===== src/psrl_pkg.sv =====
// ----------------------------------------------------------------------------
// psrl_pkg: shared types and constants of the per-source rate limiter
// Verdict codes, register indexes, configuration and control structs, and the
// elapsed-time test used by the global and per-source windows.
// ----------------------------------------------------------------------------
`default_nettype none

package psrl_pkg;

  localparam int CFG_INDEX_W = 3;
  localparam int CFG_DATA_W  = 32;
  localparam int COUNT_W     = 16;
  localparam int KEY_W       = 64;
  localparam int VERDICT_W   = 3;
  localparam int OCC_OUT_W   = 5;

  localparam logic [CFG_INDEX_W-1:0] CFG_GLOBAL_LIMIT     = 3'd0;
  localparam logic [CFG_INDEX_W-1:0] CFG_PER_SOURCE_LIMIT = 3'd1;
  localparam logic [CFG_INDEX_W-1:0] CFG_SOURCE_CAPACITY  = 3'd2;
  localparam logic [CFG_INDEX_W-1:0] CFG_WINDOW_TICKS     = 3'd3;
  localparam logic [CFG_INDEX_W-1:0] CFG_RETENTION_TICKS  = 3'd4;

  localparam logic [VERDICT_W-1:0] VERDICT_ADMITTED       = 3'd0;
  localparam logic [VERDICT_W-1:0] VERDICT_GLOBAL_LIMITED = 3'd1;
  localparam logic [VERDICT_W-1:0] VERDICT_TABLE_FULL     = 3'd2;
  localparam logic [VERDICT_W-1:0] VERDICT_SOURCE_LIMITED = 3'd3;
  localparam logic [VERDICT_W-1:0] VERDICT_PURGED         = 3'd4;

  localparam logic ACTION_ADMIT = 1'b0;

  typedef struct packed {
    logic [COUNT_W-1:0] global_limit;
    logic [COUNT_W-1:0] per_source_limit;
    logic [4:0]         source_capacity;
    logic [31:0]        window_ticks;
    logic [31:0]        retention_ticks;
  } cfg_t;

  typedef struct packed {
    logic check;
    logic incr;
  } glob_ctl_t;

  // True when now is not earlier than start and the gap reaches length.
  function automatic logic elapsed(input logic [63:0] start, input logic [63:0] now,
                                   input logic [63:0] length);
    logic [64:0] diff;
    diff = {1'b0, now} - {1'b0, start};
    return !diff[64] && (diff[63:0] >= length);
  endfunction

endpackage

`default_nettype wire


===== src/psrl_cfg.sv =====
// ----------------------------------------------------------------------------
// psrl_cfg: configuration register file
// Five registers written through a valid/ready channel; unknown indexes drop.
// ----------------------------------------------------------------------------
`default_nettype none

module psrl_cfg
  import psrl_pkg::*;
(
  input  wire logic                   clk,
  input  wire logic                   rst,
  input  wire logic                   cfg_valid,
  input  wire logic [CFG_INDEX_W-1:0] cfg_index,
  input  wire logic [CFG_DATA_W-1:0]  cfg_data,
  output cfg_t                        cfg
);

  always_ff @(posedge clk) begin
    if (rst) begin
      cfg.global_limit     <= 16'd64;
      cfg.per_source_limit <= 16'd8;
      cfg.source_capacity  <= 5'd16;
      cfg.window_ticks     <= 32'd1000;
      cfg.retention_ticks  <= 32'd2000;
    end else if (cfg_valid) begin
      unique case (cfg_index)
        CFG_GLOBAL_LIMIT:     cfg.global_limit     <= cfg_data[COUNT_W-1:0];
        CFG_PER_SOURCE_LIMIT: cfg.per_source_limit <= cfg_data[COUNT_W-1:0];
        CFG_SOURCE_CAPACITY:  cfg.source_capacity  <= cfg_data[4:0];
        CFG_WINDOW_TICKS:     cfg.window_ticks     <= cfg_data;
        CFG_RETENTION_TICKS:  cfg.retention_ticks  <= cfg_data;
        default: ;
      endcase
    end
  end

endmodule

`default_nettype wire


===== src/psrl_global.sv =====
// ----------------------------------------------------------------------------
// psrl_global: global fixed-window counter
// Restarts the window on check when it has elapsed and flags the limit.
// ----------------------------------------------------------------------------
`default_nettype none

module psrl_global
  import psrl_pkg::*;
#(
  parameter int TIME_WIDTH = 48
) (
  input  wire logic                  clk,
  input  wire logic                  rst,
  input  wire cfg_t                  cfg,
  input  wire glob_ctl_t             ctl,
  input  wire logic [TIME_WIDTH-1:0] now,
  output logic                       limited
);

  logic [TIME_WIDTH-1:0] win_start;
  logic [COUNT_W-1:0]    count;
  logic                  win_el;
  logic [COUNT_W-1:0]    count_next;

  always_comb begin
    win_el     = elapsed(64'(win_start), 64'(now), 64'(cfg.window_ticks));
    count_next = win_el ? '0 : count;
  end

  always_ff @(posedge clk) begin
    if (rst) begin
      win_start <= '0;
      count     <= '0;
      limited   <= 1'b0;
    end else if (ctl.check) begin
      if (win_el) begin
        win_start <= now;
      end
      count   <= count_next;
      limited <= count_next >= cfg.global_limit;
    end else if (ctl.incr) begin
      count <= count + 16'd1;
    end
  end

endmodule

`default_nettype wire


===== src/per_source_rate_limiter.sv =====
// ----------------------------------------------------------------------------
// per_source_rate_limiter: two-stage fixed-window announcement limiter
// Global window counter, then a per-source table held in a synchronous
// memory that is scanned entry by entry for purge and lookup.
//
//   channel  signals                                     direction
//   item     start, busy, action, source_key, now_ms     in (busy out)
//   result   done, verdict, occupancy                    out
//   config   cfg_valid, cfg_ready, cfg_index, cfg_data   in (ready out)
//
// An item runs from accept through the global check, table scan and decide
// state to the next accept, or ends after the global check if the global
// limit rejects it; the scan reads one entry per cycle via the read port.
// The result beat comes in the first cycle with busy low; a new item may
// start in that cycle.
// Reset clears the valid bits and counters at once; no clearing pass.
// The result beat cannot be stalled.
// ----------------------------------------------------------------------------
`default_nettype none

module per_source_rate_limiter
  import psrl_pkg::*;
#(
  parameter int SOURCES    = 16,
  parameter int TIME_WIDTH = 48
) (
  input  wire logic                   clk,
  input  wire logic                   rst,
  input  wire logic                   start,
  output logic                        busy,
  input  wire logic                   action,
  input  wire logic [KEY_W-1:0]       source_key,
  input  wire logic [TIME_WIDTH-1:0]  now_ms,
  output logic                        done,
  output logic [VERDICT_W-1:0]        verdict,
  output logic [OCC_OUT_W-1:0]        occupancy,
  input  wire logic                   cfg_valid,
  output logic                        cfg_ready,
  input  wire logic [CFG_INDEX_W-1:0] cfg_index,
  input  wire logic [CFG_DATA_W-1:0]  cfg_data
);

  localparam int IW = (SOURCES > 1) ? $clog2(SOURCES) : 1;
  localparam int CW = $clog2(SOURCES + 1);
  localparam int TW = TIME_WIDTH;
  localparam int MW = KEY_W + TW + COUNT_W + TW;

  localparam logic [1:0] S_IDLE   = 2'd0;
  localparam logic [1:0] S_GLOB   = 2'd1;
  localparam logic [1:0] S_SCAN   = 2'd2;
  localparam logic [1:0] S_DECIDE = 2'd3;

  cfg_t      cfg;
  glob_ctl_t glob_ctl;
  logic      glob_limited;

  logic [1:0]          state;
  logic                item_action;
  logic [KEY_W-1:0]    item_key;
  logic [TW-1:0]       item_now;
  logic [CW-1:0]       scan_cnt;
  logic                proc_live;
  logic [IW-1:0]       proc_slot;
  logic [SOURCES-1:0]  valid;
  logic [CW-1:0]       occ;
  logic                found;
  logic [IW-1:0]       found_slot;
  logic [TW-1:0]       hit_ws;
  logic [COUNT_W-1:0]  hit_cnt;
  logic                free_found;
  logic [IW-1:0]       free_slot;

  logic [MW-1:0]       mem [SOURCES];
  logic [MW-1:0]       rd_data;
  logic [KEY_W-1:0]    rd_key;
  logic [TW-1:0]       rd_ws;
  logic [COUNT_W-1:0]  rd_cnt;
  logic [TW-1:0]       rd_last;

  logic                accept;
  logic                scan_end;
  logic                proc_v;
  logic                stale;
  logic                keep;
  logic                hit;

  logic [31:0]         occ_ext;
  logic [31:0]         occ_inc_ext;
  logic [31:0]         cap_eff;
  logic [TW-1:0]       sel_ws;
  logic [COUNT_W-1:0]  sel_cnt;
  logic                cap_full;
  logic                win_el;
  logic [TW-1:0]       new_ws;
  logic [COUNT_W-1:0]  new_cnt;
  logic                src_lim;
  logic [IW-1:0]       wr_slot;
  logic [COUNT_W-1:0]  wr_cnt;
  logic [MW-1:0]       wr_data;
  logic                mem_we;

  psrl_cfg u_cfg (
    .clk       (clk),
    .rst       (rst),
    .cfg_valid (cfg_valid),
    .cfg_index (cfg_index),
    .cfg_data  (cfg_data),
    .cfg       (cfg)
  );

  psrl_global #(.TIME_WIDTH(TW)) u_global (
    .clk     (clk),
    .rst     (rst),
    .cfg     (cfg),
    .ctl     (glob_ctl),
    .now     (now_ms),
    .limited (glob_limited)
  );

  assign cfg_ready = 1'b1;
  assign busy      = (state != S_IDLE);
  assign accept    = start && !busy;
  assign scan_end  = (scan_cnt == CW'(SOURCES));

  // scan: purge stale entries, look up the key, find the lowest free slot
  always_comb begin
    rd_key  = rd_data[MW-1 -: KEY_W];
    rd_ws   = rd_data[2*TW+COUNT_W-1 -: TW];
    rd_cnt  = rd_data[TW+COUNT_W-1 -: COUNT_W];
    rd_last = rd_data[TW-1:0];
    proc_v  = proc_live && valid[proc_slot];
    stale   = proc_v && elapsed(64'(rd_last), 64'(item_now), 64'(cfg.retention_ticks));
    keep    = proc_v && !stale;
    hit     = keep && (item_action == ACTION_ADMIT) && (rd_key == item_key);
  end

  // decide: pick the entry, check table capacity, roll its window, apply the per-source limit
  always_comb begin
    occ_ext     = 32'(occ);
    occ_inc_ext = 32'(occ) + 32'd1;
    cap_eff     = (32'(cfg.source_capacity) > 32'(SOURCES)) ? 32'(SOURCES)
                                                             : 32'(cfg.source_capacity);
    sel_ws      = found ? hit_ws : item_now;
    sel_cnt     = found ? hit_cnt : '0;
    cap_full    = !found && (!free_found || (occ_ext >= cap_eff));
    win_el      = elapsed(64'(sel_ws), 64'(item_now), 64'(cfg.window_ticks));
    new_ws      = win_el ? item_now : sel_ws;
    new_cnt     = win_el ? '0 : sel_cnt;
    src_lim     = new_cnt >= cfg.per_source_limit;
    wr_slot     = found ? found_slot : free_slot;
    wr_cnt      = src_lim ? new_cnt : new_cnt + 16'd1;
    wr_data     = {item_key, new_ws, wr_cnt, item_now};
    mem_we      = (state == S_DECIDE) && (item_action == ACTION_ADMIT) && !cap_full;
    glob_ctl.check = accept && (action == ACTION_ADMIT);
    glob_ctl.incr  = mem_we && !src_lim;
  end

  always_ff @(posedge clk) begin
    if (mem_we) begin
      mem[wr_slot] <= wr_data;
    end
    rd_data <= mem[scan_cnt[IW-1:0]];
  end

  always_ff @(posedge clk) begin
    if (rst) begin
      state      <= S_IDLE;
      done       <= 1'b0;
      valid      <= '0;
      occ        <= '0;
      proc_live  <= 1'b0;
      scan_cnt   <= '0;
      found      <= 1'b0;
      free_found <= 1'b0;
    end else begin
      done      <= 1'b0;
      proc_live <= (state == S_SCAN) && !scan_end;
      proc_slot <= scan_cnt[IW-1:0];

      if (stale) begin
        valid[proc_slot] <= 1'b0;
        occ              <= occ - CW'(1);
      end
      if (hit && !found) begin
        found      <= 1'b1;
        found_slot <= proc_slot;
        hit_ws     <= rd_ws;
        hit_cnt    <= rd_cnt;
      end
      if (proc_live && !keep && !free_found) begin
        free_found <= 1'b1;
        free_slot  <= proc_slot;
      end

      unique case (state)
        S_IDLE: begin
          if (start) begin
            item_action <= action;
            item_key    <= source_key;
            item_now    <= now_ms;
            scan_cnt    <= '0;
            found       <= 1'b0;
            free_found  <= 1'b0;
            state       <= S_GLOB;
          end
        end
        S_GLOB: begin
          if ((item_action == ACTION_ADMIT) && glob_limited) begin
            done      <= 1'b1;
            verdict   <= VERDICT_GLOBAL_LIMITED;
            occupancy <= occ_ext[OCC_OUT_W-1:0];
            state     <= S_IDLE;
          end else begin
            state <= S_SCAN;
          end
        end
        S_SCAN: begin
          if (scan_end) begin
            state <= S_DECIDE;
          end else begin
            scan_cnt <= scan_cnt + CW'(1);
          end
        end
        S_DECIDE: begin
          done  <= 1'b1;
          state <= S_IDLE;
          priority if (item_action != ACTION_ADMIT) begin
            verdict   <= VERDICT_PURGED;
            occupancy <= occ_ext[OCC_OUT_W-1:0];
          end else if (cap_full) begin
            verdict   <= VERDICT_TABLE_FULL;
            occupancy <= occ_ext[OCC_OUT_W-1:0];
          end else begin
            verdict <= src_lim ? VERDICT_SOURCE_LIMITED : VERDICT_ADMITTED;
            if (found) begin
              occupancy <= occ_ext[OCC_OUT_W-1:0];
            end else begin
              valid[free_slot] <= 1'b1;
              occ              <= occ + CW'(1);
              occupancy        <= occ_inc_ext[OCC_OUT_W-1:0];
            end
          end
        end
        default: state <= S_IDLE;
      endcase
    end
  end

`ifndef SYNTH
  a_occ_matches_valid: assert property (@(posedge clk) disable iff (rst)
    32'(occ) == $countones(valid))
    else $error("occupancy counter out of step with valid bits");

  a_occ_bounded: assert property (@(posedge clk) disable iff (rst)
    32'(occ) <= 32'(SOURCES))
    else $error("occupancy above table depth");

  a_done_source: assert property (@(posedge clk) disable iff (rst)
    done |-> ($past(state) == S_DECIDE || $past(state) == S_GLOB))
    else $error("result beat outside decide or global stage");

  a_accept_busy: assert property (@(posedge clk) disable iff (rst)
    accept |=> busy)
    else $error("accepted item did not raise busy");

  a_verdict_code: assert property (@(posedge clk) disable iff (rst)
    done |-> (verdict <= VERDICT_PURGED))
    else $error("undefined verdict code");
`endif

endmodule

`default_nettype wire

===== config.mk =====
export PLATFORM = sky130hd
export DESIGN_NAME = per_source_rate_limiter
export DESIGN_NICKNAME = d
export VERILOG_FILES = /design/src/psrl_pkg.sv /design/src/psrl_cfg.sv /design/src/psrl_global.sv /design/src/per_source_rate_limiter.sv
export SDC_FILE = /design/constraint.sdc
export NUM_CORES = 2
export LEC_CHECK = 0
export BUFFER_PORTS_ARGS = -buffer_cell sky130_fd_sc_hd__buf_2
export CAP_MARGIN = 20
export CELL_PAD_IN_SITES_DETAIL_PLACEMENT = 1
export CELL_PAD_IN_SITES_GLOBAL_PLACEMENT = 1
export CORE_UTILIZATION = 59
export CTS_CLUSTER_DIAMETER = 30
export CTS_CLUSTER_SIZE = 40
export DETAILED_ROUTE_END_ITERATION = 8
export MAX_ROUTING_LAYER = met4
export PLACE_DENSITY_LB_ADDON = 0.3
export SLEW_MARGIN = 40
export SYNTH_ARGS = -nofsm -noshare
export SYNTH_HDL_FRONTEND = slang
export SYNTH_SLANG_ARGS = --single-unit

===== constraint.sdc =====
create_clock -name clk -period 16.2 [get_ports clk]
set_input_delay 0.81 -clock clk [delete_from_list [all_inputs] [get_ports clk]]
set_output_delay 0.81 -clock clk [all_outputs]
set_load 0.005 [all_outputs]

### Yosys cells after proc, flatten, opt, wreduce, memory -nomap -nowiden

Memories as Yosys holds them, arrays and structs flattened. A register that Yosys moved wholly into a read port is not among the register bits.
Index checks and enable logic that the tools add are counted.
W data, S select, Z words.

| storage, ports and cells | value |
|---|---|
| bits in latches | 0 |
| memories kept | 1 |
| RAM bits | 2816 |
| word-level logic and storage cells | 171 |
| bits in read-only memories | 0 |
| bits in registers | 395 |

| cells by class | value |
|---|---|
| equal/unequal tests | 13 |
| mux-type cells | 54 |
| reductions and logical operators | 51 |
| bitwise logic cells | 6 |
| shifts and indexed selects | 0 |
| multipliers | 0 |
| add/sub/neg operators | 9 |
| divide/modulo/power cells | 0 |
| magnitude comparators | 11 |

Memory list:

| memory | words | width | rd ports | clocked after Yosys merged registers in | wr ports | line | text |
|---|---|---|---|---|---|---|---|
| mem | 16 | 176 | 1 | 1 | 1 | per_source_rate_limiter.sv:73 | `logic [MW-1:0] mem [SOURCES];` |

Operators with widths:

| cell | count |
|---|---|
| $ge A64 B32 Y1 | 3 |
| $mux W16 | 12 |
| $sub A48 B48 Y49 | 3 |
| $mux W48 | 2 |
| $eq A64 B64 Y1 | 1 |
| $mux W5 | 12 |
| $add A16 B1 Y16 const B | 2 |
| $ge A16 B16 Y1 | 2 |
| $logic_and A1 B1 Y1 | 21 |
| $pmux W5 S2 | 2 |
| $reduce_and A2 Y1 | 9 |
| $and A16 B16 Y16 | 1 |
| $not A16 Y16 | 1 |
| $or A16 B16 Y16 | 1 |
| $add A5 B1 Y5 const B | 3 |
| $mux W1 | 12 |
| $logic_not A1 Y1 | 11 |
| $lt A4 B5 Y1 const B | 2 |
| $mux W2 | 5 |
| $reduce_and A3 Y1 | 3 |
| $demux W1 S4 | 2 |
| $ge A4 B1 Y1 const B | 2 |
| $ne A2 B2 Y1 const B | 4 |
| $pmux W2 S4 | 1 |
| 19 further kinds | 27 |

### Depth between registers and ports, before layout

| depth | value |
|---|---|
| depth in word-level cells | 13 |
| mapped depth | 45 |
| mapped depth without buffers | 38 |

### Cells and area by module

From an unflattened synthesis, not the netlist that was laid out.

| second synthesis, totals | value |
|---|---|
| cell total of the unflattened synthesis | 7564 |
| area, all modules | 138987.0 um^2 |

By module, submodules not included:

| module | cells an instance | sequential area each (um^2) | area an instance (um^2) | times used |
|---|---|---|---|---|
| per_source_rate_limiter | 6142 | 94640.8 | 127315.9 | 1 |
| psrl_global | 1043 | 1301.2 | 7583.5 | 1 |
| psrl_cfg | 379 | 2021.9 | 4087.7 | 1 |

### Least setup slack after synthesis

No wires, ideal clock.

| timing path | value |
|---|---|
| path kind | flip-flop to flip-flop |
| from | register occ[0] |
| to | memory mem[0][0] (netlist bit), enable pin |
| path slack | 5686 ps |
| setup time | 715 ps |
| data required time | 15485 ps |
| cell stages (with the launch flop) | 13 |
| arrival time | 9798 ps |
| path buffers | 0 |
| cells stage by stage | dfxtp_1 > inv_1 > ha_1 > nand2b_1 > a21o_1 > a21oi_1 > nor2b_1 > o21ai_0 > nand3b_1 > nor2b_1 > nor3_1 > o21ai_0 > nor2_1 |

| between the ends | value |
|---|---|
| word-level cells in the longest chain between the ends | 7 |

Ends and longest elaborated chain:

| what | line | text |
|---|---|---|
| start, declared | per_source_rate_limiter.sv:65 | `logic [CW-1:0] occ;` |
| start signal, assigned | per_source_rate_limiter.sv:182 | `occ <= occ - CW'(1);` |
| start signal, assigned | per_source_rate_limiter.sv:239 | `occ <= occ + CW'(1);` |
| $ge A5 B5 Y1 | per_source_rate_limiter.sv:145 | `cap_full = !found && (!free_found \|\| (occ_ext >= cap_eff));` |
| $logic_or A1 B1 Y1 | per_source_rate_limiter.sv:145 |  |
| $logic_and A1 B1 Y1 | per_source_rate_limiter.sv:145 |  |
| $logic_not A1 Y1 | per_source_rate_limiter.sv:153 | `mem_we = (state == S_DECIDE) && (item_action == ACTION_ADMIT) && !cap_full;` |
| $logic_and A1 B1 Y1 | per_source_rate_limiter.sv:153 |  |
| $mux W1 | per_source_rate_limiter.sv:159 | `if (mem_we) begin` |
| $mux W1 (implied by the code) | per_source_rate_limiter.sv:160 | `mem[wr_slot] <= wr_data;` |
| end, declared | per_source_rate_limiter.sv:73 |  |

Every way passes these cells.

### Worst setup path after layout

| timing path | value |
|---|---|
| from | register item_now[1] |
| to | memory mem[1][60] (netlist bit), data pin |

| between the ends | value |
|---|---|
| word-level cells in the longest chain between the ends | 7 |

Ends and longest elaborated chain:

| what | line | text |
|---|---|---|
| start, declared | per_source_rate_limiter.sv:60 | `logic [TW-1:0] item_now;` |
| start signal, assigned | per_source_rate_limiter.sv:200 | `item_now <= now_ms;` |
| $mux W48 | per_source_rate_limiter.sv:143 | `sel_ws = found ? hit_ws : item_now;` |
| $sub A48 B48 Y49 (*) | psrl_pkg.sv:48 | `diff = {1'b0, now} - {1'b0, start};` |
| $ge A64 B32 Y1 or $logic_not A1 Y1 (tied branches) | psrl_pkg.sv:49 | `return !diff[64] && (diff[63:0] >= length);` |
| $logic_and A1 B1 Y1 (*) | psrl_pkg.sv:49 |  |
| $mux W16 (*) | per_source_rate_limiter.sv:148 | `new_cnt = win_el ? '0 : sel_cnt;` |
| $add A16 B1 Y16 or $ge A16 B16 Y1 (tied branches) | per_source_rate_limiter.sv:151, per_source_rate_limiter.sv:149 |  |
| $mux W16 (*) | per_source_rate_limiter.sv:151 | `wr_cnt = src_lim ? new_cnt : new_cnt + 16'd1;` |
| named net wr_cnt[12] | per_source_rate_limiter.sv:98 | `logic [COUNT_W-1:0] wr_cnt;` |

The timed path passes the listed nets; every way through them passes the cells marked *.

==> impl_metrics.sql <==
INSERT INTO impl_metrics (metric_group, metric, value, unit) VALUES
('placed_design', 'post-dp-hpwl', '226000', 'microns'),
('floorplan', 'placementRows', '177', ''),
('clock_network', 'cts-buffers-inserted', '583', ''),
('logic_synthesis', 'synth_compound_area_share', '4.30', '%'),
('setup_path', 'cpMaxStageDelayCell', 'a2111oi_1', ''),
('setup_path', 'cp_data_required_time', '16.89', 'ns'),
('status', 'outcome', 'finished clean', ''),
('floorplan', 'start_util', '59.3', '%'),
('sta', 'timing.slew.headroom', '36.2', '%'),
('logic_synthesis', 'postSynthRegisterBits', '3387', ''),
('setup_path', 'crit_type', 'reg2reg', ''),
('global_route', 'via_count_of_the_first_global_routing_pass', '86600', ''),
('worst_hold_path', 'min_delay_path_depth', '1', ''),
('sta', 'final.hold.worst_slack', '0.0218', 'ns'),
('layout', 'post_route_cells_drive_above_1_share', '27.2', '%'),
('global_route', 'grt_first_pass_wirelength', '655000', 'microns'),
('power_and_ir_drop', 'worst_ir_drop_vdd', '0.155', 'mV'),
('clock_network', 'cts_max_path_buffers', '4', ''),
('sta', 'max_slew.worst_pin.slew', '0.958', 'ns'),
('logic_synthesis', 'async_reset_ff_share', '0', '%'),
('layout', 'utilization', '70.5', '%'),
('floorplan', 'dieArea', '236000', 'sq um'),
('setup_path', 'r2r-start', 'item_now[1]', ''),
('routing', 'wire_per_inst', '40.3', 'microns'),
('layout', 'final_cell_area', '164000', 'sq um'),
('setup_path', 'crit-reg2reg-capture', 'mem[1][60]', ''),
('logic_synthesis', 'netlist_area', '138000', 'sq um'),
('setup_path', 'ff2ff_setup_slack', '3.81', 'ns'),
('logic_synthesis', 'synth_adder_area_share', '2.61', '%'),
('sta', 'finalMaxSlewViolations', '0', ''),
('clock_network', 'cts-root-buf', 'clkbuf_16', ''),
('logic_synthesis', 'sequential_to_total_area_share_from_yosys_stat', '71.1', '%'),
('routing', 'drtPass1Iterations', '8', ''),
('setup_path', 'arrival_time_at_the_worst_endpoint', '13.07', 'ns'),
('sta', 'finClkSkew', '0.0877', 'ns'),
('floorplan', 'core_area', '232000', 'sq um'),
('logic_synthesis', 'yosys.area_share.xor_xnor', '1.10', '%'),
('global_route', 'grt_use_total', '41.0', '%'),
('global_route', 'antenna_violations_before_repair', '18', ''),
('setup_path', 'reg2reg_depth', '37', ''),
('clock_network', 'post-cts-setup-buffers', '0', ''),
('routing', 'detail-route-antenna-nets', '0', ''),
('setup_path', 'worst_setup_path_start_kind', 'register', ''),
('routing', 'totalWireLength', '468000', 'microns'),
('worst_hold_path', 'min_delay_worst_endpoint', 'item_key[7]', ''),
('worst_hold_path', 'min_path_type', 'in2reg', ''),
('floorplan', 'floorplan.io_pins', '163', ''),
('logic_synthesis', 'post_synth_mux_area_share', '15.3', '%'),
('run', 'cap_viol_max_count', '0', ''),
('layout', 'syn_to_final_growth', '18.9', '%'),
('clock_network', 'tritoncts_num_sinks', '3387', ''),
('sta', 'timing.final.crit_share', '76.5', '%'),
('routing', 'drc_errors', '0', ''),
('logic_synthesis', 'combinational_family_with_the_most_area_after_synthesis', 'multiplexers', ''),
('logic_synthesis', 'ys_warn_count', '0', ''),
('routing', 'route.vias.total', '82200', ''),
('sta', 'timing.final.setup_violations', '0', ''),
('power_and_ir_drop', 'p_total', '23.6', 'mW'),
('sta', 'timing_hold_violations_final', '0', ''),
('placed_design', 'finalWeightedCongestion', '0.959', ''),
('setup_path', 'worst_path_largest_cell_delay', '0.94', 'ns'),
('logic_synthesis', 'synth_simple_gate_area_share', '3.76', '%'),
('routing', 'route.detailed.vias_per_inst', '7.09', ''),
('setup_path', 'critical_path_end_type', 'register', ''),
('routing', 'first_iter_violations', '11500', ''),
('layout', 'nNetsFinal', '8508', ''),
('clock_network', 'worst_path_clk_slew', '0.06', 'ns'),
('sta', 'highest_clock_rate', '0.0807', 'GHz'),
('clock_network', 'clk-insertion-delay-late', '1.02', 'ns'),
('logic_synthesis', 'post_synthesis_instance_total', '7475', ''),
('clock_network', 'htree_levels', '6', '');
==> worst max-delay path by stage <==
| stage | from | depth (start not counted) | endpoint | slack, ns |
|---|---|---|---|---|
| after floorplan | occ[0] | 12 | mem[0][0] | 5.69 |
| after global placement | item_now[1] | 37 | mem[8][54] | 5.02 |
| after detailed placement | item_now[1] | 37 | mem[15][60] | 4.72 |
| after CTS | item_now[1] | 37 | mem[1][60] | 3.68 |
| after global routing | item_now[1] | 37 | mem[7][54] | 3.62 |
| final | item_now[1] | 37 | mem[1][60] | 3.81 |
==> routing by layer <==
layer	global-route usage, %	part of all wire (%)	up-vias
met4	20.5	6.1	0
met1	49.9	34	42700
met5	-	0	-
met3	8.21	10	1588
met2	65.8	49	6375
li1	-	-	31500
==> state kept, by name, indices dropped and copies added (netlist names), 5 cells and up, named ones only <==
register	flops
scan_cnt	5
u_cfg.cfg	101
rd_data	176
u_global.win_start	48
item_key	64
hit_ws	48
item_now	48
valid	16
hit_cnt	16
occupancy	5
occ	5
mem	2816
u_global.count	16
==> cell families (layout without fill, tap and decap cells) <==
family,count (synthesis),after routing
AOI/OAI and AO/OA,920,920
xor gates and xnor gates,173,173
adders and majority gates,286,286
buffers and inverters,616,1680
DFF,3387,3387
muxes,1004,1004
other,1,13
and+or+nand+nor,1088,1088
==> synthesized netlist by cell type, types with 83 or more instances <==
master / number / share of area [%]
clkbuf_1: 222 / 0.60
xnor2_1: 105 / 0.67
o21ai_0: 147 / 0.53
a21o_1: 83 / 0.45
mux2i_1: 106 / 0.77
mux4_2: 885 / 14
nand2_1: 374 / 1.0
edfxtp_1: 3013 / 66
ha_1: 283 / 2.6
inv_1: 272 / 0.74
nor2_1: 308 / 0.84
a21oi_1: 358 / 1.3
dfxtp_1: 374 / 5.4
==> layout make-up <==
cell class	instances	area, sq um
Fill cell	18300	68500
Clock inverter	359	4410
Clock buffer	695	15600
Sequential cell	3387	98000
Tap cell	3043	3810
Multi-Input combinational cell	3472	37900
Timing Repair Buffer	353	3100
Inverter	273	1020
Antenna cell	12	30.0
==> metrics by stage <==
| step | std cells | worst slack [ns] |
|---|---|---|
| after detailed placement | 10500 | 4.72 |
| final | 11600 | 3.81 |
| after CTS | 11600 | 3.68 |
| after floorplan | 7475 | 5.69 |
| after global placement | 10500 | 5.02 |
| after global routing | 11600 | 3.62 |
==> cells in the final DEF (no fill, tap or decap), drive strengths merged, types with 14 or more instances in the layout <==
| master | synthesis | routed |
|---|---|---|
| a2111oi | 15 | 15 |
| a211oi | 26 | 26 |
| a21o | 84 | 84 |
| a21oi | 368 | 368 |
| a221oi | 14 | 14 |
| a31oi | 25 | 25 |
| and3 | 41 | 41 |
| buf | 117 | 318 |
| bufinv | 0 | 74 |
| clkbuf | 226 | 696 |
| clkinv | 1 | 184 |
| clkinvlp | 0 | 54 |
| dfxtp | 374 | 374 |
| dlygate4sd3 | 0 | 34 |
| edfxtp | 3013 | 3013 |
| ha | 283 | 283 |
| inv | 272 | 320 |
| mux2i | 106 | 106 |
| mux4 | 885 | 885 |
| nand2 | 376 | 376 |
| nand2b | 25 | 25 |
| nand3 | 53 | 53 |
| nand4 | 78 | 78 |
| nor2 | 310 | 310 |
| nor2b | 37 | 37 |
| nor3 | 46 | 46 |
| nor4 | 28 | 28 |
| o211ai | 37 | 37 |
| o21a | 34 | 34 |
| o21ai | 162 | 162 |
| o21bai | 25 | 25 |
| o22ai | 14 | 14 |
| or3 | 18 | 18 |
| xnor2 | 105 | 105 |
| xor2 | 68 | 68 |
==> worst max-delay path: cells and delay by family (launching register included) <==
kind,cells,cell delay (ns)
adder cells (fa/ha/maj),3,0.93
flip-flops,1,0.84
AND/OR/NAND/NOR,16,3.96
XOR/XNOR,1,0.16
buffers and inverters,3,1.13
AO/OA/AOI/OAI,14,5.06
==> power by group <==
part | switching (mW) | total, mW | internal (mW)
clock | 4.78 | 12.9 | 8.11
combinational | 0.665 | 1.02 | 0.353
sequential | 0.0852 | 9.66 | 9.57
==> what timing repair did <==
action,in CTS,in global routing
hold endpoints to repair,34,0
setup endpoints to repair,0,0
hold buffers,34,0
Power figures use the tool's default switching activity.
